[src/design/point_in_polygon_test_top_defines.svh]
// Assertion macros for the point-in-polygon test block.
// Used by point_in_polygon_test_top; expects clk and rst_n in scope.
`ifndef POINT_IN_POLYGON_TEST_TOP_DEFINES_SVH
`define POINT_IN_POLYGON_TEST_TOP_DEFINES_SVH

`ifndef SYNTHESIS
`define PIP_ASSERT_IMP(lbl, ante, cons) \
  lbl: assert property (@(posedge clk) disable iff (!rst_n) (ante) |-> (cons)) \
    else $error("pip assertion failed");
`define PIP_ASSERT_NXT(lbl, ante, cons) \
  lbl: assert property (@(posedge clk) disable iff (!rst_n) (ante) |=> (cons)) \
    else $error("pip assertion failed");
`else
`define PIP_ASSERT_IMP(lbl, ante, cons)
`define PIP_ASSERT_NXT(lbl, ante, cons)
`endif

`endif

[src/design/pip_pkg.sv]
// Shared types, constants and helper functions for the point-in-polygon test.
// No dependencies; imported by pip_orient_unit and point_in_polygon_test_top.
package pip_pkg;

  localparam int COORD_W  = 16;
  localparam int MAX_VERT = 64;
  localparam int VIDX_W   = $clog2(MAX_VERT);
  localparam int CNT_W    = 7;
  localparam int DIFF_W   = COORD_W + 1;
  localparam int PROD_W   = 2 * DIFF_W;
  localparam int CROSS_W  = PROD_W + 1;

  localparam logic OP_WRITE = 1'b0;
  localparam logic OP_QUERY = 1'b1;

  localparam logic CFG_VCOUNT = 1'b0;
  localparam logic CFG_RAYX   = 1'b1;

  localparam logic [CNT_W-1:0]          VCOUNT_RST = '0;
  localparam logic signed [COORD_W-1:0] RAYX_RST   = COORD_W'(32767);
  localparam logic [CNT_W-1:0]          MIN_VERT   = CNT_W'(3);

  typedef struct packed {
    logic signed [COORD_W-1:0] x;
    logic signed [COORD_W-1:0] y;
  } vertex_t;

  typedef enum logic [1:0] {
    OR_COL = 2'd0,
    OR_CW  = 2'd1,
    OR_CCW = 2'd2
  } orient_t;

  typedef enum logic [1:0] {
    SEL_P3 = 2'd0,
    SEL_P1 = 2'd1,
    SEL_P2 = 2'd2
  } mul_sel_t;

  typedef struct packed {
    logic     mul_en;
    mul_sel_t sel;
    logic     keep_p3;
    logic     keep_o1;
  } orient_ctrl_t;

  typedef enum logic [3:0] {
    ST_IDLE,
    ST_PRIME,
    ST_FIRST,
    ST_LOAD,
    ST_MUL1,
    ST_MUL2,
    ST_MUL3,
    ST_EVAL,
    ST_DONE
  } state_t;

  function automatic logic signed [DIFF_W-1:0] coord_diff(
    input logic signed [COORD_W-1:0] a,
    input logic signed [COORD_W-1:0] b
  );
    return DIFF_W'(a) - DIFF_W'(b);
  endfunction

  function automatic orient_t orient_of(input logic signed [CROSS_W-1:0] v);
    if (v == '0) begin
      return OR_COL;
    end
    return v[CROSS_W-1] ? OR_CCW : OR_CW;
  endfunction

  function automatic logic in_span(
    input logic signed [COORD_W-1:0] q,
    input logic signed [COORD_W-1:0] a,
    input logic signed [COORD_W-1:0] b
  );
    return ((q >= a) && (q <= b)) || ((q >= b) && (q <= a));
  endfunction

endpackage

[src/design/point_in_polygon_test_top.sv]
// Point-in-polygon test by horizontal ray casting: top level, vertex memory, sequencer.
// Depends on pip_pkg, pip_orient_unit and point_in_polygon_test_top_defines.svh.
//
// Usage: the input channel (in_valid/in_stall) carries write items (operation 0)
// that store one vertex into slot vertex_index, and query items (operation 1)
// that test the point (coord_x, coord_y). Each query gives one result transfer
// on out_valid/out_stall; writes give none. cfg_we writes vertex_count (index 0)
// or ray_end_x (index 1); the user must do this only while the block is idle,
// which the block itself does not enforce. A write is stored and the block is
// ready again at once. A query with fewer than three vertices goes to ST_DONE
// and then to the output register. Otherwise the walk runs ST_PRIME, ST_FIRST,
// ST_LOAD, then per edge the single shared multiplier forms three products
// (ST_MUL1 to ST_MUL3) and ST_EVAL compares and counts. Only one query is in
// flight; in_stall stays high until it finishes. A collinear hit ends the walk
// early. The finished result sits in an output register, so the block takes
// new items while out_stall holds the previous result; a second finished query
// waits until that register frees up. Reset initialises the control state and
// configuration only; the vertex memory is not cleared and must be written before use.
`include "point_in_polygon_test_top_defines.svh"

module point_in_polygon_test_top (
  input  logic                                clk,
  input  logic                                rst_n,
  input  logic                                cfg_we,
  input  logic                                cfg_index,
  input  logic [pip_pkg::COORD_W-1:0]         cfg_wdata,
  input  logic                                in_valid,
  output logic                                in_stall,
  input  logic                                in_operation,
  input  logic [pip_pkg::VIDX_W-1:0]          in_vertex_index,
  input  logic signed [pip_pkg::COORD_W-1:0]  in_coord_x,
  input  logic signed [pip_pkg::COORD_W-1:0]  in_coord_y,
  output logic                                out_valid,
  input  logic                                out_stall,
  output logic                                out_inside_res,
  output logic                                out_edge_decided
);
  import pip_pkg::*;

  state_t                    state_r, state_nxt;
  logic [VIDX_W-1:0]         cursor_r, cursor_nxt;
  logic [VIDX_W-1:0]         edge_r, edge_nxt;
  vertex_t                   a_r, a_nxt, b_r, b_nxt;
  vertex_t                   rd_data_r;
  vertex_t                   vmem [MAX_VERT];
  logic signed [COORD_W-1:0] px_r, px_nxt, py_r, py_nxt;
  logic signed [COORD_W-1:0] rayx_r, rayx_nxt;
  logic [CNT_W-1:0]          vcount_r, vcount_nxt;
  logic                      parity_r, parity_nxt;
  logic                      res_inside_r, res_inside_nxt;
  logic                      res_dec_r, res_dec_nxt;
  logic                      out_valid_r, out_valid_nxt;
  logic                      out_inside_r, out_inside_nxt;
  logic                      out_dec_r, out_dec_nxt;

  logic                      in_acc;
  logic                      few;
  logic [VIDX_W-1:0]         n_last;
  logic [VIDX_W-1:0]         cursor_adv;
  orient_ctrl_t              octrl;
  orient_t                   o1, o2, o3, o4;
  logic                      hit_ac, hit_ad, hit_ca, hit_cb;
  logic                      crosses;
  logic                      parity_upd;

  assign in_stall = (state_r != ST_IDLE);
  assign in_acc   = in_valid && !in_stall;
  assign few      = (vcount_r < MIN_VERT);
  assign n_last   = (vcount_r >= CNT_W'(MAX_VERT)) ? VIDX_W'(MAX_VERT - 1)
                                                   : VIDX_W'(vcount_r - CNT_W'(1));
  assign cursor_adv = (cursor_r == n_last) ? '0 : cursor_r + VIDX_W'(1);

  always_ff @(posedge clk) begin
    if (in_acc && (in_operation == OP_WRITE)) begin
      vmem[in_vertex_index] <= '{x: in_coord_x, y: in_coord_y};
    end
    rd_data_r <= vmem[cursor_r];
  end

  pip_orient_unit u_orient (
    .clk    (clk),
    .ctrl   (octrl),
    .vert_a (a_r),
    .vert_b (b_r),
    .pt_x   (px_r),
    .pt_y   (py_r),
    .ray_x  (rayx_r),
    .o1     (o1),
    .o2     (o2)
  );

  always_comb begin
    if ((rayx_r == px_r) || (a_r.y == py_r)) begin
      o3 = OR_COL;
    end else begin
      o3 = ((rayx_r < px_r) == (a_r.y < py_r)) ? OR_CCW : OR_CW;
    end
    if ((rayx_r == px_r) || (b_r.y == py_r)) begin
      o4 = OR_COL;
    end else begin
      o4 = ((rayx_r < px_r) == (b_r.y < py_r)) ? OR_CCW : OR_CW;
    end
  end

  assign hit_ac = in_span(px_r, a_r.x, b_r.x) && in_span(py_r, a_r.y, b_r.y);
  assign hit_ad = in_span(rayx_r, a_r.x, b_r.x) && in_span(py_r, a_r.y, b_r.y);
  assign hit_ca = in_span(a_r.x, px_r, rayx_r) && (a_r.y == py_r);
  assign hit_cb = in_span(b_r.x, px_r, rayx_r) && (b_r.y == py_r);

  assign crosses = ((o1 != o2) && (o3 != o4)) ||
                   ((o1 == OR_COL) && hit_ac) || ((o2 == OR_COL) && hit_ad) ||
                   ((o3 == OR_COL) && hit_ca) || ((o4 == OR_COL) && hit_cb);
  assign parity_upd = parity_r ^ crosses;

  always_comb begin
    state_nxt      = state_r;
    cursor_nxt     = cursor_r;
    edge_nxt       = edge_r;
    a_nxt          = a_r;
    b_nxt          = b_r;
    px_nxt         = px_r;
    py_nxt         = py_r;
    rayx_nxt       = rayx_r;
    vcount_nxt     = vcount_r;
    parity_nxt     = parity_r;
    res_inside_nxt = res_inside_r;
    res_dec_nxt    = res_dec_r;
    out_valid_nxt  = out_valid_r;
    out_inside_nxt = out_inside_r;
    out_dec_nxt    = out_dec_r;
    octrl          = '{mul_en: 1'b0, sel: SEL_P3, keep_p3: 1'b0, keep_o1: 1'b0};

    if (cfg_we) begin
      unique case (cfg_index)
        CFG_VCOUNT: vcount_nxt = cfg_wdata[CNT_W-1:0];
        CFG_RAYX:   rayx_nxt   = cfg_wdata;
      endcase
    end

    if (out_valid_r && !out_stall) begin
      out_valid_nxt = 1'b0;
    end

    unique case (state_r)
      ST_IDLE: begin
        if (in_acc && (in_operation == OP_QUERY)) begin
          px_nxt     = in_coord_x;
          py_nxt     = in_coord_y;
          parity_nxt = 1'b0;
          if (few) begin
            res_inside_nxt = 1'b0;
            res_dec_nxt    = 1'b0;
            state_nxt      = ST_DONE;
          end else begin
            cursor_nxt = '0;
            edge_nxt   = '0;
            state_nxt  = ST_PRIME;
          end
        end
      end
      ST_PRIME: begin
        cursor_nxt = cursor_adv;
        state_nxt  = ST_FIRST;
      end
      ST_FIRST: begin
        b_nxt      = rd_data_r;
        cursor_nxt = cursor_adv;
        state_nxt  = ST_LOAD;
      end
      ST_LOAD: begin
        a_nxt     = b_r;
        b_nxt     = rd_data_r;
        state_nxt = ST_MUL1;
      end
      ST_MUL1: begin
        octrl     = '{mul_en: 1'b1, sel: SEL_P3, keep_p3: 1'b0, keep_o1: 1'b0};
        state_nxt = ST_MUL2;
      end
      ST_MUL2: begin
        octrl     = '{mul_en: 1'b1, sel: SEL_P1, keep_p3: 1'b1, keep_o1: 1'b0};
        state_nxt = ST_MUL3;
      end
      ST_MUL3: begin
        octrl     = '{mul_en: 1'b1, sel: SEL_P2, keep_p3: 1'b0, keep_o1: 1'b1};
        state_nxt = ST_EVAL;
      end
      ST_EVAL: begin
        if (crosses && (o1 == OR_COL)) begin
          res_inside_nxt = hit_ac;
          res_dec_nxt    = 1'b1;
          state_nxt      = ST_DONE;
        end else if (edge_r == n_last) begin
          res_inside_nxt = parity_upd;
          res_dec_nxt    = 1'b0;
          state_nxt      = ST_DONE;
        end else begin
          parity_nxt = parity_upd;
          edge_nxt   = edge_r + VIDX_W'(1);
          a_nxt      = b_r;
          b_nxt      = rd_data_r;
          cursor_nxt = cursor_adv;
          state_nxt  = ST_MUL1;
        end
      end
      ST_DONE: begin
        if (!out_valid_r || !out_stall) begin
          out_valid_nxt  = 1'b1;
          out_inside_nxt = res_inside_r;
          out_dec_nxt    = res_dec_r;
          state_nxt      = ST_IDLE;
        end
      end
      default: state_nxt = ST_IDLE;
    endcase
  end

  always_ff @(posedge clk) begin
    if (!rst_n) begin
      state_r     <= ST_IDLE;
      cursor_r    <= '0;
      edge_r      <= '0;
      vcount_r    <= VCOUNT_RST;
      rayx_r      <= RAYX_RST;
      parity_r    <= 1'b0;
      out_valid_r <= 1'b0;
    end else begin
      state_r     <= state_nxt;
      cursor_r    <= cursor_nxt;
      edge_r      <= edge_nxt;
      vcount_r    <= vcount_nxt;
      rayx_r      <= rayx_nxt;
      parity_r    <= parity_nxt;
      out_valid_r <= out_valid_nxt;
    end
  end

  always_ff @(posedge clk) begin
    a_r          <= a_nxt;
    b_r          <= b_nxt;
    px_r         <= px_nxt;
    py_r         <= py_nxt;
    res_inside_r <= res_inside_nxt;
    res_dec_r    <= res_dec_nxt;
    out_inside_r <= out_inside_nxt;
    out_dec_r    <= out_dec_nxt;
  end

  assign out_valid        = out_valid_r;
  assign out_inside_res   = out_inside_r;
  assign out_edge_decided = out_dec_r;

  `PIP_ASSERT_IMP(a_rise_from_done, $rose(out_valid_r), $past(state_r) == ST_DONE)
  `PIP_ASSERT_IMP(a_edge_in_range, state_r == ST_EVAL, edge_r <= n_last)
  `PIP_ASSERT_NXT(a_query_walks, in_acc && (in_operation == OP_QUERY) && !few, state_r == ST_PRIME)
  `PIP_ASSERT_NXT(a_few_skips, in_acc && (in_operation == OP_QUERY) && few, state_r == ST_DONE)

endmodule

[src/design/pip_orient_unit.sv]
// Shared 17x17 multiplier and orientation sign unit for one polygon edge.
// Depends on pip_pkg; sequenced by point_in_polygon_test_top.
module pip_orient_unit (
  input  logic                 clk,
  input  pip_pkg::orient_ctrl_t ctrl,
  input  pip_pkg::vertex_t     vert_a,
  input  pip_pkg::vertex_t     vert_b,
  input  logic signed [pip_pkg::COORD_W-1:0] pt_x,
  input  logic signed [pip_pkg::COORD_W-1:0] pt_y,
  input  logic signed [pip_pkg::COORD_W-1:0] ray_x,
  output pip_pkg::orient_t     o1,
  output pip_pkg::orient_t     o2
);
  import pip_pkg::*;

  logic signed [DIFF_W-1:0]  opa, opb;
  logic signed [PROD_W-1:0]  mult;
  logic signed [PROD_W-1:0]  prod_r, p3_r;
  logic signed [CROSS_W-1:0] cross_v;
  orient_t                   o1_r;

  always_comb begin
    unique case (ctrl.sel)
      SEL_P3: begin
        opa = coord_diff(vert_b.x, vert_a.x);
        opb = coord_diff(pt_y, vert_b.y);
      end
      SEL_P1: begin
        opa = coord_diff(vert_b.y, vert_a.y);
        opb = coord_diff(pt_x, vert_b.x);
      end
      SEL_P2: begin
        opa = coord_diff(vert_b.y, vert_a.y);
        opb = coord_diff(ray_x, vert_b.x);
      end
      default: begin
        opa = '0;
        opb = '0;
      end
    endcase
  end

  assign mult    = opa * opb;
  assign cross_v = CROSS_W'(prod_r) - CROSS_W'(p3_r);

  always_ff @(posedge clk) begin
    if (ctrl.mul_en) begin
      prod_r <= mult;
    end
    if (ctrl.keep_p3) begin
      p3_r <= prod_r;
    end
    if (ctrl.keep_o1) begin
      o1_r <= orient_of(cross_v);
    end
  end

  assign o1 = o1_r;
  assign o2 = orient_of(cross_v);

endmodule
[config.mk]
export PLATFORM = sky130hd
export DESIGN_NAME = point_in_polygon_test_top
export DESIGN_NICKNAME = d
export VERILOG_FILES = /design/src/design/pip_pkg.sv /design/src/design/point_in_polygon_test_top.sv /design/src/design/pip_orient_unit.sv
export VERILOG_INCLUDE_DIRS = /design/src /design/src/design
export SDC_FILE = /design/constraint.sdc
export NUM_CORES = 2
export LEC_CHECK = 0
export ABC_CLOCK_PERIOD_IN_PS = 9100
export BUFFER_PORTS_ARGS = -buffer_cell sky130_fd_sc_hd__buf_2
export CAP_MARGIN = 20
export CELL_PAD_IN_SITES_DETAIL_PLACEMENT = 1
export CELL_PAD_IN_SITES_GLOBAL_PLACEMENT = 2
export CORE_MARGIN = 3
export CORE_UTILIZATION = 45
export DETAILED_ROUTE_END_ITERATION = 8
export GPL_TIMING_DRIVEN = 1
export PLACE_DENSITY = 0.73
export SLEW_MARGIN = 5
export SYNTH_ARGS = -nofsm -noshare
export SYNTH_HDL_FRONTEND = slang
export SYNTH_SLANG_ARGS = --single-unit
[constraint.sdc]
create_clock -name clk -period 9.1 [get_ports clk]
set_input_delay 0.455 -clock clk [delete_from_list [all_inputs] [get_ports clk]]
set_output_delay 0.455 -clock clk [all_outputs]
set_load 0.01 [all_outputs]
==> qor.yml <==
status:
  status: "finished, final reports clean"
cts:
  clock-sinks: 2291
  htreeDepth: 4
  cts.clk_slew.worst_paths_ns: 0.07
  cts_buffers: 225
  cts_root_buf: "clkbuf_16"
  cts_tree: "yes"
  clockBufferDepth: 3
  insertion_delay_ns: 0.90
global_route:
  antenna_found_initial: 18
  grt_max_degree: 116
  first_global_vias: 59330
  grt.overflow.total: 0
  grt_pass1_wl_mm: 415
  grt_usage_pct: 24.0
sta:
  fin_crit_sh_pct: 97.1
  tightest_slew_ns: 1.11
  rsz0062_at_grt: "true"
  fin_skew_ns: 0.118
  tns_ns: 0
  slew_violations: 0
  fmax_mhz: 113
  hold_violations: 0
  setup_ws_ns: 0.261
  period_needed_ns: 8.84
  slew-limit-headroom_pct: 25.3
  setup_viol: 0
critical_path:
  path_max_fanout: 13
  cp.required_ns: 9.72
  cp_common_cell: "fa_1"
  critPathLaunch: "b_r[17]$_DFFE_PP_"
  rrSetupSlack_ns: 0.26
  rr_worst_depth: 35
  critPathCaptureType: "flop"
  critPathLaunchType: "flop"
  slowest_stage: "fa_1"
  cpPeakStageDelay_ns: 0.51
  criticalPathCategory: "flop to flop"
  endpoint: "u_orient.prod_r[33]$_DFFE_PN_"
  rr_endpoint: "u_orient.prod_r[33]$_DFFE_PN_"
  r2r-start: "b_r[17]$_DFFE_PP_"
  worstPathArrival_ns: 9.46
detailed_routing:
  drc_errors: 0
  ant_nets: 0
  wl_per_cell_um: 30.0
  drt_iter0_drc: 5265
  route.vias.total: 55477
  via_per_inst: 5.86
  wirelength_mm: 284
  drt_pass1_iterations: 5
yosys:
  syn_inst: 5854
  syn_nets: 6489
  synthXorXnorAreaFrac_pct: 0.981
  seq_area_frac_synth_pct: 65.1
  synth_mux_area_share_pct: 14.6
  ys_ff_latch: 2291
  synth-simple-area-share_pct: 4.25
  synthAdderAreaFrac_pct: 9.05
  yosysTopAreaCell: "edfxtp_1"
  yosysWarnings: 0
  synth_top_family_by_area: "multiplexers"
  yosys-top-cells-area: "edfxtp_1, mux4_2, fa_1"
  synth-edff-count: 2218
  synth_top_area_share_pct: 63.7
  yosys.cell_types.count: 90
  ys.flop_type: "edfxtp_1"
  syn_avg_cell_area_um2: 17.9
  synth_compound_area_share_pct: 3.23
  syn_area_um2: 105000
  async_flop_share_pct: 0
cells_and_area:
  final_common_cell: "edfxtp_1"
  final_nets: 6877
  multi_input_comb_area_um2: 34400
  fin_util_pct: 51.7
  stdcell_area_um2: 119000
  fill_cells: 20869
  mostFrequentLayoutCells: "edfxtp_1, mux4_2, inv_1"
  layout-drive-gt1-share_pct: 23.8
  layout.cells.non_filler: 9465
  syn2layout_area_growth_pct: 14.1
  seqCellArea_um2: 68100
place:
  place_area_um2: 110000
  dp_hpwl_mm: 183
  dpl_worst_slack_ns: -0.373
  place_congestion: 0.866
  port_buffers: 64
  place_inst: 8948
power:
  p_per_area_nw_per_um2: 400
  p_leak_uw: 0.0406
  combPwrFrac_pct: 53.6
  vdd_drop_max_mv: 1.56
  intPower_uw: 29400
  switching_share_pct: 38.5
  pwr-share-clk_pct: 19.6
  seq_power_share_pct: 26.7
  switching_power_uw: 18400
floorplanning:
  initial_core_util_pct: 45.3
  fp.coreArea_um2: 231000
  die_x_um: 488
  die_h_um: 488
  row_count: 176
  dieArea_um2: 238000
  pin_count: 65
hold_path:
  min_path_type: "input pin to flop"
  min-delay-start: "in_coord_y[4]"
job:
  maxCapViolCount: 0
synthesized netlist by cell type, drive strengths merged, types with 5 or more instances:
cell type  instances
nand4             38
clkbuf           169
or3               16
a221oi             5
and2              27
and4               6
nand2b            37
fa               303
mux2i             13
nand3b            14
or4               12
nor2             273
a2111oi            8
o22ai              9
a211oi            18
nor3              62
xnor2             90
a21oi            127
or2               17
and3              13
edfxtp          2218
o21bai             9
nand3             47
xor2              27
o21ai             90
a22o               9
nand2            277
nor2b             62
o31ai             11
o211ai            39
a22oi             19
ha               271
a21o              42
o21a              26
buf               70
mux4             672
nor4              16
o31a               7
inv              511
a211o              6
a21boi            23
dfxtp             73
a31oi              8
per-layer routing:
layer	global-route usage (%)	share of wire, %	up-vias
li1	-	-	23508
met1	32.4	41	29867
met2	41.5	51	1734
met3	3.04	5.4	368
met4	6.22	2.6	0
met5	0	0	-
power by group through the flow:
| stage | Sequential [uW] | Combinational [uW] | Clock [uW] |
|---|---|---|---|
| 6_report | 12800 | 25600 | 9370 |
| 5_1_grt | 12800 | 28600 | 9980 |
| 4_1_cts | 12800 | 24200 | 9550 |
| 3_5_place_dp | 13000 | 24000 | 0 |
| 3_3_place_gp | 13000 | 23600 | 0 |
| 2_1_floorplan | 13100 | 15500 | 0 |
logic make-up (layout without fill, tap and decap cells):
family | Yosys count | after routing
other cells | 0 | 8
fa+ha+maj | 574 | 574
mux | 687 | 687
buf+inv | 751 | 1328
simple gates | 933 | 933
xor+xnor | 117 | 117
compound gates | 501 | 501
flops | 2291 | 2291
critical path, delay by kind of cell, from the launching register on:
kind	cells	cell delay [ns]
and+or+nand+nor	5	1.05
DFF	1	0.44
adders and majority gates	8	3.16
buffers and inverters	8	1.12
AOI/OAI and AO/OA	12	2.50
xor gates and xnor gates	2	0.31
flip-flops by register name, summed over array words and instances (netlist names), 4 cells and up:
register and cells:
u_orient.prod_r 34, vmem 2048, px_r 16, py_r 16
rayx_r 16, cursor_r 6, u_orient.p3_r 34, state_r 4
vcount_r 7, edge_r 6, a_r 32, rd_data_r 32
b_r 32
worst min path at each step:
| stage | cells after the start | to | slack [ns] |
|---|---|---|---|
| 4_1_cts | 2 | rayx_r[4]$_SDFFE_PN1P_ | 0.05 |
| 3_5_place_dp | 0 | b_r[22]$_DFFE_PP_ | 0.39 |
| 3_3_place_gp | 0 | b_r[22]$_DFFE_PP_ | 0.39 |
| 6_report | 1 | vmem[39][4]$_DFFE_PP_ | 0.1 |
| 2_1_floorplan | 0 | b_r[0]$_DFFE_PP_ | 0.39 |
| 5_1_grt | 1 | vmem[39][4]$_DFFE_PP_ | 0.08 |
layout make-up:
type | instances | area share [%]
sequential | 2291 | 57.1
tap | 3026 | 3.17
clock inverter | 130 | 1.28
antenna | 8 | 0.0168
inverter | 512 | 1.62
timing repair buffer | 400 | 2.94
multi-input combinational | 2812 | 28.9
clock buffer | 286 | 5.02
timing repair:
| action | 4_1_cts | 5_1_grt |
|---|---|---|
| hold buffers | 17 | 28 |
| setup endpoints to repair | 5 | 11 |
| endpoints found under the hold margin | 27 | 341 |
| pin swaps | 6 | 49 |
| buffers inserted | 1 | 15 |
| gates resized for setup | 23 | 79 |
stage by stage:
| stage | hold WS, ns | power, uW |
|---|---|---|
| 6_report | 0.0975 | 47700 |
| 5_1_grt | 0.0783 | 51300 |
| 4_1_cts | 0.0547 | 46500 |
| 3_5_place_dp | 0.390 | 37000 |
| 3_3_place_gp | 0.389 | 36500 |
| 2_1_floorplan | 0.386 | 28600 |
(Power assumes the default switching activity.)
